$ cat src/rtl/upsc_pkg.sv
// shared types and constants for the integer nearest-neighbor upscaler
`timescale 1ns / 1ps

package upsc_pkg;

    localparam int SRC_W_BITS    = 11;
    localparam int SRC_H_BITS    = 10;
    localparam int SCALE_BITS    = 4;
    localparam int PIX_BITS      = 16;
    localparam int ADDR_BITS     = 20;
    localparam int CFG_DATA_BITS = 11;
    localparam int CFG_IDX_BITS  = 2;

    // configuration register indexes
    localparam logic [CFG_IDX_BITS-1:0] REG_SRC_WIDTH   = 2'd0;
    localparam logic [CFG_IDX_BITS-1:0] REG_SRC_HEIGHT  = 2'd1;
    localparam logic [CFG_IDX_BITS-1:0] REG_ASPECT_KEEP = 2'd2;

    // register reset values
    localparam logic [SRC_W_BITS-1:0] SRC_WIDTH_RST  = 11'd320;
    localparam logic [SRC_H_BITS-1:0] SRC_HEIGHT_RST = 10'd240;

    typedef struct packed {
        logic [SCALE_BITS-1:0] sx;
        logic [SCALE_BITS-1:0] sy;
    } scale_t;

endpackage

$ cat src/rtl/upsc_geom.sv
// configuration registers and two-step geometry derivation
`timescale 1ns / 1ps

module upsc_geom #(
    parameter int FRAME_WIDTH  = 1280,
    parameter int FRAME_HEIGHT = 720,
    parameter int MAX_SCALE    = 8,
    parameter int COL_W        = 11,
    parameter int ROW_W        = 10
) (
    input  logic                                clk,
    input  logic                                rst_n,
    input  logic                                cfg_we,
    input  logic [upsc_pkg::CFG_IDX_BITS-1:0]   cfg_index,
    input  logic [upsc_pkg::CFG_DATA_BITS-1:0]  cfg_wdata,
    output logic                                restart,
    output logic                                busy,
    output upsc_pkg::scale_t                    scale,
    output logic [COL_W-1:0]                    offset_x,
    output logic [ROW_W-1:0]                    offset_y,
    output logic [upsc_pkg::SRC_W_BITS-1:0]     eff_w,
    output logic [upsc_pkg::SRC_H_BITS-1:0]     eff_h
);

    localparam int CMP_W  = 13;
    localparam int PROD_W = upsc_pkg::SRC_W_BITS + upsc_pkg::SCALE_BITS;

    typedef enum logic [1:0] {GEO_IDLE, GEO_FACTOR, GEO_OFFSET} geo_state_t;

    geo_state_t                           state_reg;
    logic [upsc_pkg::SRC_W_BITS-1:0]      src_width_reg;
    logic [upsc_pkg::SRC_H_BITS-1:0]      src_height_reg;
    logic                                 aspect_reg;
    upsc_pkg::scale_t                     scale_reg;
    logic [COL_W-1:0]                     offset_x_reg;
    logic [ROW_W-1:0]                     offset_y_reg;

    logic                                 hit;
    logic [upsc_pkg::SCALE_BITS-1:0]      fx_calc;
    logic [upsc_pkg::SCALE_BITS-1:0]      fy_calc;
    upsc_pkg::scale_t                     scale_next;
    logic [PROD_W-1:0]                    dw;
    logic [PROD_W-1:0]                    dh;
    logic [COL_W-1:0]                     offset_x_next;
    logic [ROW_W-1:0]                     offset_y_next;

    // writes beyond the register list do nothing
    always_comb
    begin
        case (cfg_index)
            upsc_pkg::REG_SRC_WIDTH:   hit = cfg_we;
            upsc_pkg::REG_SRC_HEIGHT:  hit = cfg_we;
            upsc_pkg::REG_ASPECT_KEEP: hit = cfg_we;
            default:                   hit = 1'b0;
        endcase
    end

    // clamp dimensions to 1..frame
    always_comb
    begin
        if (src_width_reg == '0)
            eff_w = upsc_pkg::SRC_W_BITS'(1);
        else if (CMP_W'(src_width_reg) > CMP_W'(FRAME_WIDTH))
            eff_w = upsc_pkg::SRC_W_BITS'(FRAME_WIDTH);
        else
            eff_w = src_width_reg;
        if (src_height_reg == '0)
            eff_h = upsc_pkg::SRC_H_BITS'(1);
        else if (CMP_W'(src_height_reg) > CMP_W'(FRAME_HEIGHT))
            eff_h = upsc_pkg::SRC_H_BITS'(FRAME_HEIGHT);
        else
            eff_h = src_height_reg;
    end

    // largest factor up to max scale that still fits the frame
    always_comb
    begin
        fx_calc = upsc_pkg::SCALE_BITS'(1);
        fy_calc = upsc_pkg::SCALE_BITS'(1);
        for (int k = 1; k <= MAX_SCALE; k++)
        begin
            if (PROD_W'(eff_w) * PROD_W'(k) <= PROD_W'(FRAME_WIDTH))
                fx_calc = upsc_pkg::SCALE_BITS'(k);
            if (PROD_W'(eff_h) * PROD_W'(k) <= PROD_W'(FRAME_HEIGHT))
                fy_calc = upsc_pkg::SCALE_BITS'(k);
        end
        if (aspect_reg)
        begin
            scale_next.sx = (fx_calc < fy_calc) ? fx_calc : fy_calc;
            scale_next.sy = scale_next.sx;
        end
        else
        begin
            scale_next.sx = fx_calc;
            scale_next.sy = fy_calc;
        end
    end

    // centering offsets from the registered factors
    always_comb
    begin
        dw = PROD_W'(eff_w) * PROD_W'(scale_reg.sx);
        dh = PROD_W'(eff_h) * PROD_W'(scale_reg.sy);
        if (dw < PROD_W'(FRAME_WIDTH))
            offset_x_next = COL_W'((PROD_W'(FRAME_WIDTH) - dw) >> 1);
        else
            offset_x_next = '0;
        if (dh < PROD_W'(FRAME_HEIGHT))
            offset_y_next = ROW_W'((PROD_W'(FRAME_HEIGHT) - dh) >> 1);
        else
            offset_y_next = '0;
    end

    always_ff @(posedge clk or negedge rst_n)
    begin
        if (!rst_n)
        begin
            state_reg      <= GEO_IDLE;
            src_width_reg  <= upsc_pkg::SRC_WIDTH_RST;
            src_height_reg <= upsc_pkg::SRC_HEIGHT_RST;
            aspect_reg     <= 1'b0;
            scale_reg.sx   <= upsc_pkg::SCALE_BITS'(1);
            scale_reg.sy   <= upsc_pkg::SCALE_BITS'(1);
            offset_x_reg   <= '0;
            offset_y_reg   <= '0;
        end
        else if (hit)
        begin
            case (cfg_index)
                upsc_pkg::REG_SRC_WIDTH:
                    src_width_reg <= cfg_wdata;
                upsc_pkg::REG_SRC_HEIGHT:
                    src_height_reg <= cfg_wdata[upsc_pkg::SRC_H_BITS-1:0];
                upsc_pkg::REG_ASPECT_KEEP:
                    aspect_reg <= cfg_wdata[0];
                default:
                    aspect_reg <= aspect_reg;
            endcase
            state_reg <= GEO_FACTOR;
        end
        else
        begin
            case (state_reg)
                GEO_FACTOR:
                begin
                    scale_reg <= scale_next;
                    state_reg <= GEO_OFFSET;
                end
                GEO_OFFSET:
                begin
                    offset_x_reg <= offset_x_next;
                    offset_y_reg <= offset_y_next;
                    state_reg    <= GEO_IDLE;
                end
                default:
                    state_reg <= GEO_IDLE;
            endcase
        end
    end

    assign restart  = hit;
    assign busy     = (state_reg != GEO_IDLE);
    assign scale    = scale_reg;
    assign offset_x = offset_x_reg;
    assign offset_y = offset_y_reg;

endmodule

$ cat src/rtl/upsc_front.sv
// input side: raster position tracking and block origin per source pixel
`timescale 1ns / 1ps

module upsc_front #(
    parameter int COL_W  = 11,
    parameter int ROW_W  = 10,
    parameter int DATA_W = 37
) (
    input  logic                               clk,
    input  logic                               rst_n,
    input  logic                               in_valid,
    output logic                               in_ready,
    input  logic [upsc_pkg::PIX_BITS-1:0]      pixel_in,
    input  logic                               restart,
    input  logic                               geo_busy,
    input  upsc_pkg::scale_t                   scale,
    input  logic [COL_W-1:0]                   offset_x,
    input  logic [ROW_W-1:0]                   offset_y,
    input  logic [upsc_pkg::SRC_W_BITS-1:0]    eff_w,
    input  logic [upsc_pkg::SRC_H_BITS-1:0]    eff_h,
    input  logic                               q_full,
    output logic                               q_push,
    output logic [DATA_W-1:0]                  q_data
);

    localparam int XP_W = upsc_pkg::SRC_W_BITS + upsc_pkg::SCALE_BITS;
    localparam int YP_W = upsc_pkg::SRC_H_BITS + upsc_pkg::SCALE_BITS;

    logic [upsc_pkg::SRC_W_BITS-1:0] col_reg;
    logic [upsc_pkg::SRC_W_BITS-1:0] col_next;
    logic [upsc_pkg::SRC_H_BITS-1:0] row_reg;
    logic [upsc_pkg::SRC_H_BITS-1:0] row_next;
    logic [COL_W-1:0]                col0;
    logic [ROW_W-1:0]                row0;

    assign in_ready = !geo_busy && !q_full;
    assign q_push   = in_valid && in_ready;

    // top-left corner of this pixel's block
    assign col0 = COL_W'(XP_W'(offset_x) + XP_W'(col_reg) * XP_W'(scale.sx));
    assign row0 = ROW_W'(YP_W'(offset_y) + YP_W'(row_reg) * YP_W'(scale.sy));

    assign q_data = {pixel_in, col0, row0};

    // raster wrap
    always_comb
    begin
        col_next = col_reg + 1'b1;
        row_next = row_reg;
        if ({1'b0, col_reg} + 1'b1 >= {1'b0, eff_w})
        begin
            col_next = '0;
            if ({1'b0, row_reg} + 1'b1 >= {1'b0, eff_h})
                row_next = '0;
            else
                row_next = row_reg + 1'b1;
        end
    end

    always_ff @(posedge clk or negedge rst_n)
    begin
        if (!rst_n)
        begin
            col_reg <= '0;
            row_reg <= '0;
        end
        else if (restart)
        begin
            col_reg <= '0;
            row_reg <= '0;
        end
        else if (q_push)
        begin
            col_reg <= col_next;
            row_reg <= row_next;
        end
    end

endmodule

$ cat src/rtl/upsc_fifo.sv
// two-entry queue between the input side and the write generator
`timescale 1ns / 1ps

module upsc_fifo #(
    parameter int WIDTH = 37
) (
    input  logic             clk,
    input  logic             rst_n,
    input  logic             push,
    input  logic [WIDTH-1:0] push_data,
    output logic             full,
    input  logic             pop,
    output logic             head_valid,
    output logic [WIDTH-1:0] head_data
);

    logic [WIDTH-1:0] mem_reg [2];
    logic             wr_ptr_reg;
    logic             rd_ptr_reg;
    logic [1:0]       count_reg;

    assign full       = (count_reg == 2'd2);
    assign head_valid = (count_reg != 2'd0);
    assign head_data  = mem_reg[rd_ptr_reg];

    always_ff @(posedge clk)
    begin
        if (push)
            mem_reg[wr_ptr_reg] <= push_data;
    end

    always_ff @(posedge clk or negedge rst_n)
    begin
        if (!rst_n)
        begin
            wr_ptr_reg <= 1'b0;
            rd_ptr_reg <= 1'b0;
            count_reg  <= 2'd0;
        end
        else
        begin
            if (push)
                wr_ptr_reg <= ~wr_ptr_reg;
            if (pop)
                rd_ptr_reg <= ~rd_ptr_reg;
            case ({push, pop})
                2'b10:   count_reg <= count_reg + 2'd1;
                2'b01:   count_reg <= count_reg - 2'd1;
                default: count_reg <= count_reg;
            endcase
        end
    end

endmodule

$ cat src/rtl/upsc_back.sv
// write generator: walks one block row by row, one framebuffer write per cycle while out_ready is high
`timescale 1ns / 1ps

module upsc_back #(
    parameter int FRAME_WIDTH = 1280,
    parameter int COL_W       = 11,
    parameter int ROW_W       = 10,
    parameter int DATA_W      = 37
) (
    input  logic                            clk,
    input  logic                            rst_n,
    input  logic                            q_valid,
    input  logic [DATA_W-1:0]               q_data,
    output logic                            q_pop,
    input  upsc_pkg::scale_t                scale,
    output logic                            out_valid,
    input  logic                            out_ready,
    output logic [upsc_pkg::ADDR_BITS-1:0]  dst_addr,
    output logic [upsc_pkg::PIX_BITS-1:0]   pixel_out,
    output logic                            block_last
);

    localparam int ADDR_W = COL_W + ROW_W;

    logic                              active_reg;
    logic [upsc_pkg::SCALE_BITS-1:0]   dx_reg;
    logic [upsc_pkg::SCALE_BITS-1:0]   dy_reg;
    logic [ADDR_W-1:0]                 addr_reg;
    logic [ADDR_W-1:0]                 row_addr_reg;
    logic [upsc_pkg::PIX_BITS-1:0]     pix_reg;

    logic [upsc_pkg::PIX_BITS-1:0]     head_pix;
    logic [COL_W-1:0]                  head_col;
    logic [ROW_W-1:0]                  head_row;
    logic [ADDR_W-1:0]                 head_addr;
    logic                              row_end;
    logic                              last;
    logic                              advance;

    assign {head_pix, head_col, head_row} = q_data;
    assign head_addr = ADDR_W'(head_row) * ADDR_W'(FRAME_WIDTH) + ADDR_W'(head_col);

    assign row_end = (dx_reg == scale.sx - 1'b1);
    assign last    = row_end && (dy_reg == scale.sy - 1'b1);
    assign advance = active_reg && out_ready;
    assign q_pop   = q_valid && (!active_reg || (advance && last));

    always_ff @(posedge clk or negedge rst_n)
    begin
        if (!rst_n)
            active_reg <= 1'b0;
        else if (q_pop)
            active_reg <= 1'b1;
        else if (advance && last)
            active_reg <= 1'b0;
    end

    always_ff @(posedge clk)
    begin
        if (q_pop)
        begin
            dx_reg       <= '0;
            dy_reg       <= '0;
            addr_reg     <= head_addr;
            row_addr_reg <= head_addr;
            pix_reg      <= head_pix;
        end
        else if (advance && !last)
        begin
            if (row_end)
            begin
                dx_reg       <= '0;
                dy_reg       <= dy_reg + 1'b1;
                addr_reg     <= row_addr_reg + ADDR_W'(FRAME_WIDTH);
                row_addr_reg <= row_addr_reg + ADDR_W'(FRAME_WIDTH);
            end
            else
            begin
                dx_reg   <= dx_reg + 1'b1;
                addr_reg <= addr_reg + 1'b1;
            end
        end
    end

    generate
        if (ADDR_W >= upsc_pkg::ADDR_BITS)
        begin : g_addr_trunc
            assign dst_addr = addr_reg[upsc_pkg::ADDR_BITS-1:0];
        end
        else
        begin : g_addr_ext
            assign dst_addr = {{(upsc_pkg::ADDR_BITS-ADDR_W){1'b0}}, addr_reg};
        end
    endgenerate

    assign out_valid  = active_reg;
    assign pixel_out  = pix_reg;
    assign block_last = last;

endmodule

$ cat src/rtl/integer_nearest_upscaler_top.sv
// top level of the integer nearest-neighbor upscaler
`timescale 1ns / 1ps

// channel   direction  handshake              payload
// -------   ---------  ---------------------  --------------------------------
// input     in         in_valid / in_ready    pixel_in
// output    out        out_valid / out_ready  dst_addr, pixel_out, block_last
// config    in         cfg_we (no wait)       cfg_index, cfg_wdata
//
// each source pixel becomes scale_x * scale_y framebuffer writes, issued by the write generator
// at one write per cycle while out_ready is high (four writes at 2x2, one at 1x1)
// the input side runs ahead through a two-entry queue, so it keeps taking
// pixels while the output is stalled until the queue fills
// a configuration write holds in_ready low while the factors
// and then the centering offsets are derived
// after reset the scale is 1 and the offsets are 0 until the first write

module integer_nearest_upscaler_top #(
    parameter int FRAME_WIDTH  = 1280,
    parameter int FRAME_HEIGHT = 720,
    parameter int MAX_SCALE    = 8
) (
    input  logic                                clk,
    input  logic                                rst_n,
    // pixel input
    input  logic                                in_valid,
    output logic                                in_ready,
    input  logic [upsc_pkg::PIX_BITS-1:0]       pixel_in,
    // framebuffer writes
    output logic                                out_valid,
    input  logic                                out_ready,
    output logic [upsc_pkg::ADDR_BITS-1:0]      dst_addr,
    output logic [upsc_pkg::PIX_BITS-1:0]       pixel_out,
    output logic                                block_last,
    // configuration
    input  logic                                cfg_we,
    input  logic [upsc_pkg::CFG_IDX_BITS-1:0]   cfg_index,
    input  logic [upsc_pkg::CFG_DATA_BITS-1:0]  cfg_wdata
);

    // column and row widths of the frame
    localparam int COL_W  = $clog2(FRAME_WIDTH);
    localparam int ROW_W  = $clog2(FRAME_HEIGHT);
    // queue entry: pixel, block column, block row
    localparam int DATA_W = upsc_pkg::PIX_BITS + COL_W + ROW_W;

    logic                               restart;
    logic                               geo_busy;
    upsc_pkg::scale_t                   scale;
    logic [COL_W-1:0]                   offset_x;
    logic [ROW_W-1:0]                   offset_y;
    logic [upsc_pkg::SRC_W_BITS-1:0]    eff_w;
    logic [upsc_pkg::SRC_H_BITS-1:0]    eff_h;

    logic                               q_push;
    logic [DATA_W-1:0]                  q_push_data;
    logic                               q_full;
    logic                               q_pop;
    logic                               q_valid;
    logic [DATA_W-1:0]                  q_head;

    // registers, clamped dimensions and derived geometry
    upsc_geom #(
        .FRAME_WIDTH  (FRAME_WIDTH),
        .FRAME_HEIGHT (FRAME_HEIGHT),
        .MAX_SCALE    (MAX_SCALE),
        .COL_W        (COL_W),
        .ROW_W        (ROW_W)
    ) u_geom (
        .clk       (clk),
        .rst_n     (rst_n),
        .cfg_we    (cfg_we),
        .cfg_index (cfg_index),
        .cfg_wdata (cfg_wdata),
        .restart   (restart),
        .busy      (geo_busy),
        .scale     (scale),
        .offset_x  (offset_x),
        .offset_y  (offset_y),
        .eff_w     (eff_w),
        .eff_h     (eff_h)
    );

    // takes each input transaction and computes its block origin
    upsc_front #(
        .COL_W  (COL_W),
        .ROW_W  (ROW_W),
        .DATA_W (DATA_W)
    ) u_front (
        .clk      (clk),
        .rst_n    (rst_n),
        .in_valid (in_valid),
        .in_ready (in_ready),
        .pixel_in (pixel_in),
        .restart  (restart),
        .geo_busy (geo_busy),
        .scale    (scale),
        .offset_x (offset_x),
        .offset_y (offset_y),
        .eff_w    (eff_w),
        .eff_h    (eff_h),
        .q_full   (q_full),
        .q_push   (q_push),
        .q_data   (q_push_data)
    );

    // decouples the two sides
    upsc_fifo #(
        .WIDTH (DATA_W)
    ) u_fifo (
        .clk        (clk),
        .rst_n      (rst_n),
        .push       (q_push),
        .push_data  (q_push_data),
        .full       (q_full),
        .pop        (q_pop),
        .head_valid (q_valid),
        .head_data  (q_head)
    );

    // expands each block into output transactions
    upsc_back #(
        .FRAME_WIDTH (FRAME_WIDTH),
        .COL_W       (COL_W),
        .ROW_W       (ROW_W),
        .DATA_W      (DATA_W)
    ) u_back (
        .clk        (clk),
        .rst_n      (rst_n),
        .q_valid    (q_valid),
        .q_data     (q_head),
        .q_pop      (q_pop),
        .scale      (scale),
        .out_valid  (out_valid),
        .out_ready  (out_ready),
        .dst_addr   (dst_addr),
        .pixel_out  (pixel_out),
        .block_last (block_last)
    );

endmodule
$ cat config.mk
export PLATFORM = sky130hd
export DESIGN_NAME = integer_nearest_upscaler_top
export DESIGN_NICKNAME = d
export VERILOG_FILES = /design/src/rtl/upsc_pkg.sv /design/src/rtl/upsc_geom.sv /design/src/rtl/upsc_front.sv /design/src/rtl/upsc_fifo.sv /design/src/rtl/upsc_back.sv /design/src/rtl/integer_nearest_upscaler_top.sv
export SDC_FILE = /design/constraint.sdc
export NUM_CORES = 1
export LEC_CHECK = 0
export BUFFER_PORTS_ARGS = -buffer_cell sky130_fd_sc_hd__buf_2
export CAP_MARGIN = 20
export CORE_ASPECT_RATIO = 1.2
export CORE_MARGIN = 2
export CORE_UTILIZATION = 30
export CTS_CLUSTER_SIZE = 25
export DETAILED_ROUTE_END_ITERATION = 8
export GPL_ROUTABILITY_DRIVEN = 1
export PLACE_DENSITY_LB_ADDON = 0.3
export SLEW_MARGIN = 10
export SYNTH_ARGS = -nofsm -noshare
export SYNTH_HDL_FRONTEND = slang
export SYNTH_SLANG_ARGS = --single-unit
$ cat constraint.sdc
create_clock -name clk -period 5.9 [get_ports clk]
set_input_delay 1.18 -clock clk [delete_from_list [all_inputs] [get_ports clk]]
set_output_delay 1.18 -clock clk [all_outputs]
set_load 0.02 [all_outputs]
Word level (Yosys, flattened, before mapping)
Memories as Yosys holds them, arrays and structs flattened.
Cells that the tools add are included.
Widths: inputs -> output; s select.
- memory bits (writable): 74
- memories: 1
- logic and storage cells: 159
- output and inout bits: 39
- flip-flop bits (word level): 145
- reductions and logical operators: 32
- muxes and demuxes: 44
- eq/ne operators: 9
- $add $sub $neg: 17
- multiply operators: 13
- order comparisons: 21
- bitwise logic cells: 3
- memories (name ; words ; bits a word ; rd ports ; clocked after Yosys merged registers in ; wr ports ; RTL line ; source):
    u_fifo.mem_reg ; 2 ; 37 ; 1 ; 0 ; 1 ; upsc_fifo.sv:17 ; logic [WIDTH-1:0] mem_reg [2];
- operators by type and width (operator ; number):
    $mux 21 ; 6
    $mux 10 ; 7
    $mux 11 ; 6
    $le 14x11->1 const B ; 4
    $le 13x10->1 const B ; 4
    $mul 10x3->13 const B ; 3
    $mul 11x3->14 const B ; 2
    $le 13x11->1 const B ; 2
    $mul 11x2->13 const B ; 2
    $le 12x10->1 const B ; 2
    $mul 10x2->12 const B ; 2
    $mux 3 ; 8
    $add 21x1->21 const B ; 1
    $add 21x11->21 ; 1
    $add 21x11->21 const B ; 1
    $mux 4 ; 4
    $reduce_and 2->1 ; 8
    $reduce_bool 2->1 ; 8
    $lt 15x11->1 const B ; 1
    $mul 11x4->15 ; 1
    $lt 14x10->1 const B ; 1
    $mul 10x4->14 ; 1
    $add 11x1->12 const B ; 1
    $ge 12x11->1 ; 1
    other kinds (34) ; 62

Depth between registers and ports, before layout
Gate-level depths: netlist (run 1).
- depth in word-level cells: 14
- depth in mapped cells: 24

By module
From an unflattened synthesis (run 1), not the netlist that was laid out.
- cells, all modules: 2116
- area, all modules: 20568.5 um2
- by module, submodules not included (module ; instances ; cells each ; area each (um2) ; sequential area each (um2)):
    upsc_geom ; 1 ; 1101 ; 9277.6 ; 1336.3
    upsc_front ; 1 ; 513 ; 4391.7 ; 525.5
    upsc_back ; 1 ; 371 ; 3960.0 ; 1866.8
    upsc_fifo ; 1 ; 131 ; 2939.1 ; 2322.2

Least setup slack after synthesis (run 1)
Ideal clock, no wire load.
- path type: register to register
- from: register u_geom.src_width_reg[5] (netlist name)
- to: register u_geom.scale_reg, in the netlist u_geom.scale[2]
- required time: 5.813 ns
- slack: -0.156 ns
- clock period less this slack: 6.056 ns
- arrival: 5.969 ns
- setup time: 0.087 ns
- cell stages (with the launch flop): 24
- path buffers: 2
- path through: dfrtp_1 -> clkbuf_1 -> nor4_1 -> a21boi_1 -> o21ai_1 -> and2_1 -> clkbuf_1 -> inv_1 -> fa_1 -> inv_1 -> ha_1 -> a211oi_1 -> o21bai_1 -> a2111oi_0 -> nor4_1 -> o221a_2 -> a21oi_1 -> a31oi_1 -> ha_1 -> a21oi_1 -> nand2_1 -> or4_4 -> o21a_1 -> o211ai_1
- cells in the longest elaborated chain, start to end: 14
- elaborated cells on any way between the ends: 25
- RTL lines (element ; RTL line ; source):
    start, declared ; upsc_geom.sv:31 ; logic [upsc_pkg::SRC_W_BITS-1:0] src_width_reg;
    start signal, assigned ; upsc_geom.sv:119 ; src_width_reg <= upsc_pkg::SRC_WIDTH_RST;
    start signal, assigned ; upsc_geom.sv:131 ; src_width_reg <= cfg_wdata;
    $gt 11x11->1 ; upsc_geom.sv:63 ; else if (CMP_W'(src_width_reg) > CMP_W'(FRAME_WIDTH))
    $mux 11 ; upsc_geom.sv:63 ;
    $mux 11 * ; upsc_geom.sv:61 ; if (src_width_reg == '0)
    $mul 11x2->13 or $le 12x11->1 (tied branches) ; upsc_geom.sv:82 ; if (PROD_W'(eff_w) * PROD_W'(k) <= PROD_W'(FRAME_WIDTH))
    $le 13x11->1 or $mux 2 (tied branches) ; upsc_geom.sv:82 ;
    $mux 2 ; upsc_geom.sv:82 ;
    $mux 3 (4 in a row) ; upsc_geom.sv:82 ;
    $mux 4 * ; upsc_geom.sv:82 ;
    $lt 4x4->1 ; upsc_geom.sv:89 ; scale_next.sx = (fx_calc < fy_calc) ? fx_calc : fy_calc;
    $mux 4 * ; upsc_geom.sv:89 ;
    $mux 8 * ; upsc_geom.sv:87 ; if (aspect_reg)
    end signal, assigned ; upsc_geom.sv:146 ; scale_reg <= scale_next;
    end, declared ; upsc_geom.sv:34 ; upsc_pkg::scale_t scale_reg;
Every way passes the cells marked *; elsewhere a longest branch is shown, timed or not.
A chain may end at the register's enable or synchronous reset.

Worst setup path after layout (run 1)
- from: register u_geom.src_width_reg[3] (netlist name)
- to: register u_geom.scale_reg, in the netlist u_geom.scale[2]
The elaborated chain is that of the path after synthesis.

==> flow_metrics.py, run 1 <==
metrics = {
    "outcome": {
        "status": "finished clean",
    },
    "placement": {
        "gp_congestion": 0.8625,
        "place_ws_ns": -0.04512,
        "hpwl_mm": 36.11,
        "io_buffers": 72,
    },
    "die": {
        "initial_core_util": 0.3034,
        "io-pin-count": 73,
        "die_area_um2": 67510,
        "die_x_um": 237.5,
        "fp-row-count": 102,
        "core_um2": 64700,
        "die_h_um": 284.2,
    },
    "global_route": {
        "grt-ovfl-total": 0,
        "grt_max_degree": 45,
        "grt_pass1_wl_mm": 76.15,
        "grt_pass1_vias": 14830,
        "grt_use_total": 0.1360,
        "antenna_found_initial": 1,
    },
    "setup_path": {
        "startpoint_type": "flip-flop",
        "endpoint_kind": "flip-flop",
        "crit_fanout": 6,
        "reg2reg_from": "u_geom.src_width_reg[3]",
        "critPathKind": "reg -> reg",
        "arrival_ns": 6.07,
        "timing.critical_path.required_ns": 6.37,
        "setup.worst_path.start": "u_geom.src_width_reg[3]",
    },
    "yosys": {
        "synthFlopType": "edfxtp_1",
        "ys_warn_count": 0,
        "seq_area_frac_synth": 0.3082,
        "synth_area_leader_cell": "edfxtp_1",
        "synth_cell_types": 88,
        "synth_edf_count": 130,
        "yosysTopAreaCellShare": 0.1988,
        "yosys-top-cells-area": "edfxtp_1, ha_1, fa_1",
        "syn_area_um2": 19630,
        "synth.avg_cell_area_um2": 9.705,
        "synth_async_sr_flop_share": 0.3641,
        "synthesis.nets": 2377,
        "synth-seq-cells": 217,
        "synthCells": 2023,
    },
    "detailed_routing": {
        "routed_wl_mm": 46.16,
        "vias": 14460,
        "ant_nets": 0,
        "first_pass_iters": 5,
        "dr.first_iter.drc_count": 577,
        "wl_per_cell_um": 15.60,
        "drc": 0,
        "avgViaCountPerCell": 4.885,
    },
    "job": {
        "maxCapViolCount": 0,
    },
    "clock_tree": {
        "numCtsBuffers": 27,
        "cts_buffer_depth": 3,
        "clkTransAtPathRegs_ns": 0.06,
        "cts_tree": "built",
        "clock-root-buffer": "clkbuf_16",
        "clock_latency_ns": 0.56,
        "cts_hold_buffers": 0,
        "clock-sinks": 217,
        "htree_levels": 1,
    },
    "timing": {
        "fin_setup_tns_ns": 0,
        "finalHoldViolCount": 0,
        "period_needed_ns": 5.594,
        "setup_violations": 0,
        "tightest_slew_ns": 1.002,
        "fin_skew_ns": 0.01284,
        "fmax_ghz": 0.1788,
        "finalMaxSlewViolations": 0,
        "worst_hold_slack_ns": 0.4848,
        "min_period_over_period": 0.9481,
        "slew_headroom": 0.3321,
        "worst_slack_ns": 0.3063,
    },
    "finish": {
        "syn_to_final_growth_pct": 13.03,
        "fillers": 6535,
        "finish.net_count": 2461,
        "n_antenna_cell": 0,
        "fin_util": 0.3429,
        "largest_reg_flops": 74,
        "post_route_cells_drive_above_1_share": 0.1241,
    },
    "power": {
        "total_power_mw": 11.01,
        "p_int_mw": 6.059,
        "combPwrFrac": 0.614,
        "ir_worst_vdd_uv": 224.0,
        "p_leak_nw": 9.825,
        "power_density_nw_per_um2": 496.1,
        "seqPwrFrac": 0.231,
        "p_sw_mw": 4.949,
        "clock_power_share": 0.155,
        "p_sw_frac": 0.4496,
    },
    "min_path": {
        "hp-class": "reg -> reg",
        "hold_start": "u_geom.offset_y[3]",
    },
}
[critical path: stages (launching register included)]
cell and delay, ns:
dfrtp_1 0.43, nor4_1 0.33, a21boi_1 0.13, o21ai_2 0.18
and2_1 0.19, inv_1 0.12, fa_1 0.61, inv_1 0.06
ha_1 0.31, a211oi_1 0.27, o21bai_1 0.18, a2111oi_4 0.43
nor4_1 0.10, o221a_2 0.31, a21oi_2 0.20, a31oi_1 0.14
ha_1 0.23, a21oi_2 0.24, nand2_1 0.13, or4_4 0.54
o21a_1 0.20, o211ai_1 0.18
[timing repair]
item / in CTS / in global routing
endpoints found under the hold margin: 0 / 0
resized for setup: 2 / 16
endpoints found under the setup margin: 4 / 24
pin swaps: 0 / 2
setup buffers: 0 / 1
[metrics by stage]
stage,instances,cell area (um^2)
after floorplan,2023,19640
after global placement,2909,21170
after detailed placement,2909,21170
after CTS,2958,22100
after global routing,2959,22190
final,2959,22190
[path summary, 6_finish.rpt]
| path | slack [ns] | to | cells past startpoint |
|---|---|---|---|
| setup / recovery | 0.31 | u_geom.scale[2] | 21 |
| hold / removal | 0.48 | u_geom.offset_y[3] | 2 |
| setup reg to reg | 0.31 | u_geom.scale[2] | 21 |
| hold reg to reg | 0.48 | u_geom.offset_y[3] | 2 |
| max in group asynchronous | 4.31 | u_geom.src_width_reg[6] | 2 |
| min in group asynchronous | 0.62 | u_geom.offset_x[9] | 1 |
[logic make-up (layout without fill, tap and decap cells)]
kind of cell,Yosys count,count (layout),share of synthesized area
xor+xnor,170,170,0.07584
buf+inv,256,360,0.04977
compound gates,404,404,0.1362
flops,217,217,0.3082
fa+ha+maj,320,320,0.2426
simple gates,582,582,0.1465
mux,74,74,0.04092
[routing by layer]
metal	track usage	vias up	part of all wire
met5	0	-	0
met4	0.03742	0	0.024
met3	0.01447	56	0.032
met2	0.2385	214	0.49
met1	0.1770	6951	0.46
li1	-	7235	-
[final cells by class]
type | instances | area, um^2 | area share
tap | 832 | 1041 | 0.04691
multi-input combinational | 1550 | 12720 | 0.5734
inverter | 187 | 701.9 | 0.03163
timing repair buffer | 124 | 753.2 | 0.03394
sequential | 217 | 6052 | 0.2727
clock inverter | 16 | 200.2 | 0.009022
clock buffer | 33 | 718.2 | 0.03237
[Yosys cell counts, types with 7 or more instances]
cell type,n
and3_1,29
o21bai_1,25
nand3_1,36
a21oi_1,79
nand4_1,14
and2_1,64
mux2_2,50
nand2b_1,26
o211ai_1,25
nor2_1,107
clkbuf_1,58
nor3_1,22
edfxtp_1,130
a31oi_1,9
nor2b_1,18
a211oi_1,18
fa_1,101
xor2_1,58
a21boi_0,8
dfrtp_1,71
xnor2_1,112
nand3b_1,7
a211o_1,7
nand2_1,204
nor4_1,11
o21a_1,9
ha_1,219
mux2i_1,24
o21ai_0,100
dfxtp_1,8
a21o_1,37
dfstp_2,8
inv_1,181
o31ai_1,19
[power by group through the flow]
stage               sequential, mW  clock, mW  combinational (mW)
finish                        2.54       1.71                6.76
detailed placement            2.58          0                6.63
global placement              2.56          0                6.49
floorplan                     2.47          0                5.13
CTS                           2.55       1.76                6.69
global route                  2.60       1.82                7.65
[placed cells by master, fill, tap and decap left out, types with 26 or more instances in the layout]
| cell type | Yosys | final |
|---|---|---|
| nand2b_1 | 26 | 26 |
| and2_1 | 64 | 63 |
| xnor2_1 | 112 | 112 |
| nor2_1 | 107 | 106 |
| and3_1 | 29 | 28 |
| mux2_2 | 50 | 50 |
| edfxtp_1 | 130 | 130 |
| dfrtp_1 | 71 | 70 |
| o21ai_0 | 100 | 98 |
| a21oi_1 | 79 | 76 |
| buf_2 | 4 | 71 |
| fa_1 | 101 | 101 |
| nand3_1 | 36 | 35 |
| inv_1 | 181 | 181 |
| nand2_1 | 204 | 204 |
| xor2_1 | 58 | 58 |
| ha_1 | 219 | 218 |
| a21o_1 | 37 | 37 |
| buf_4 | 1 | 53 |
| clkbuf_16 | 0 | 27 |
(Power assumes the default switching activity.)
==> run 2, diff against run 1 <==
CORE_ASPECT_RATIO = 1.5   (was 1.2)
==> run 2 against run 1 <==
Against the previous run: via count increased by 0.39%; routed wire length increased by 2.0%; non-clock buffer count increased by 4.
==> flow_metrics.py, run 2 (synthesis gave the netlist of run 1 again) <==
metrics = {
    "finish": {
        "fin_util": 0.3451,
        "syn_to_final_growth_pct": 13.57,
        "finish.net_count": 2463,
        "layout_common_cells": "ha_1, nand2_1, inv_1",
        "post_route_cells_drive_above_1_share": 0.1259,
        "fillers": 6506,
        "largest_reg_flops": 74,
        "n_antenna_cell": 0,
        "mostFrequentLayoutCell": "ha_1",
        "instances_no_fill": 2998,
    },
    "timing": {
        "slew_headroom": 0.3602,
        "fin_setup_tns_ns": 0,
        "min_period_over_period": 0.9521,
        "period_needed_ns": 5.618,
        "finalHoldViolCount": 0,
        "finalMaxSlewViolations": 0,
        "fmax_ghz": 0.1780,
        "worst_slack_ns": 0.2825,
        "tightest_slew_ns": 0.9597,
        "setup_violations": 0,
        "fin_skew_ns": 0.03502,
    },
    "detailed_routing": {
        "vias": 14510,
        "avgViaCountPerCell": 4.841,
        "m1WireLength_mm": 19.28,
        "highest_layer": "met4",
        "ant_nets": 0,
        "wl_per_cell_um": 15.70,
        "dr_wl_met3_mm": 1.404,
        "wl_met2_mm": 25.13,
        "drc": 0,
        "routed_wl_mm": 47.06,
        "first_pass_iters": 5,
        "dr.first_iter.drc_count": 551,
    },
    "placement": {
        "io_buffers": 72,
        "gp_congestion": 0.8608,
        "place_ws_ns": -0.1653,
        "dp_cells": 2951,
        "hpwl_mm": 37.41,
    },
    "setup_path": {
        "critPathKind": "reg -> reg",
        "timing.critical_path.required_ns": 6.38,
        "endpoint_kind": "flip-flop",
        "startpoint_type": "flip-flop",
        "arrival_ns": 6.10,
        "timing.reg2reg.setup_slack_ns": 0.28,
        "reg2reg_from": "u_geom.src_height_reg[0]",
        "setup.worst_path.start": "u_geom.src_height_reg[0]",
        "crit_fanout": 10,
    },
    "die": {
        "io-pin-count": 73,
        "core_um2": 64610,
        "initial_core_util": 0.3038,
        "die_h_um": 317.3,
        "fp-row-count": 114,
        "die_area_um2": 67550,
        "die_x_um": 212.9,
    },
    "clock_tree": {
        "clock-sinks": 217,
        "clock-root-buffer": "clkbuf_16",
        "clkTransAtPathRegs_ns": 0.07,
        "numCtsBuffers": 25,
        "cts_tree": "built",
        "clock_latency_ns": 0.55,
        "htree_levels": 1,
        "cts_buffer_depth": 3,
    },
    "global_route": {
        "grt_pass1_vias": 15110,
        "grt_max_degree": 42,
        "antenna_found_initial": 0,
        "grt-ovfl-total": 0,
        "grt_pass1_wl_mm": 76.66,
        "grt_use_total": 0.1401,
    },
    "min_path": {
        "hp-class": "reg -> reg",
        "hold_start": "u_geom.offset_y[2]",
    },
    "power": {
        "total_power_mw": 11.02,
        "p_leak_nw": 9.840,
        "ir_worst_vdd_uv": 202.1,
        "power_density_nw_per_um2": 494.2,
    },
    "job": {
        "maxCapViolCount": 0,
    },
    "outcome": {
        "status": "finished clean",
    },
}
==> run 2: changes by cell type in the layout (fill, tap and decap cells not counted), moves of 2 or more <==
cell,before,now
inv_6,0,2
clkinv_1,5,2
a211oi_1,16,18
clkinv_2,5,3
clkinv_4,1,3
buf_4,53,55
a211oi_2,2,0
nor4_1,8,6
clkbuf_16,27,25
clkbuf_8,2,0
clkinvlp_4,2,4
bufinv_16,4,6
==> run 2: layer usage <==
metal,up-vias,track usage
met1,7024,0.1565
met4,0,0.04291
li1,7224,-
met3,64,0.01471
met5,-,0
met2,201,0.2744
==> run 2: cell type report <==
type                    instances  area (um^2)  share of cell area
well taps                     870         1089             0.04882
inverters                     187        701.9             0.03148
multi-input cells            1550        12740              0.5716
clock buffers                  28        636.9             0.02856
clock inverters                18        269.0             0.01207
repair buffers                128        803.3             0.03603
flip-flops and latches        217         6052              0.2714
==> run 2: final timing paths <==
kind                                       to  cells past startpoint
min reg2reg                u_geom.offset_y[2]                      2
min                        u_geom.offset_y[2]                      2
max                           u_geom.scale[6]                     19
min in group asynchronous  u_geom.offset_x[9]                      1
max in group asynchronous   u_fifo.rd_ptr_reg                      2
max reg2reg                   u_geom.scale[6]                     19
==> run 2: per-stage QoR <==
stage,hold slack (ns),instance area (um^2)
2_1_floorplan,0.4485,19640
6_report,0.4814,22300
4_1_cts,0.4862,22200
3_3_place_gp,0.4757,21260
3_5_place_dp,0.4729,21260
5_1_grt,0.5270,22300
==> run 2: report_power, final <==
group          switching (mW)  leakage [nW]  total (mW)  internal [mW]
clock                   0.668         0.430        1.72           1.05
sequential              0.413          2.28        2.54           2.13
combinational            3.86          7.13        6.76           2.90
==> run 2: critical path, cell delays in order (launching register included) <==
cell and delay [ns]:
dfrtp_1 0.39, or4_1 0.54, o21ba_1 0.19, o21ai_2 0.17
and2_1 0.18, buf_4 0.22, ha_1 0.35, a21o_1 0.23
o21bai_1 0.18, xor2_1 0.25, o2111ai_1 0.17, a2111oi_1 0.77
buf_4 0.23, nor2_1 0.08, o41ai_4 0.40, ha_1 0.31
nand3_1 0.12, a21boi_1 0.12, or4b_1 0.55, nand3_1 0.10
==> run 2: repair_timing <==
item                                   CTS  global route
endpoints found under the hold margin    0             0
pin swaps                                0             1
hold buffers                             0             0
setup endpoints to repair                4            15
resized for setup                        5            14
setup buffers                            0             0
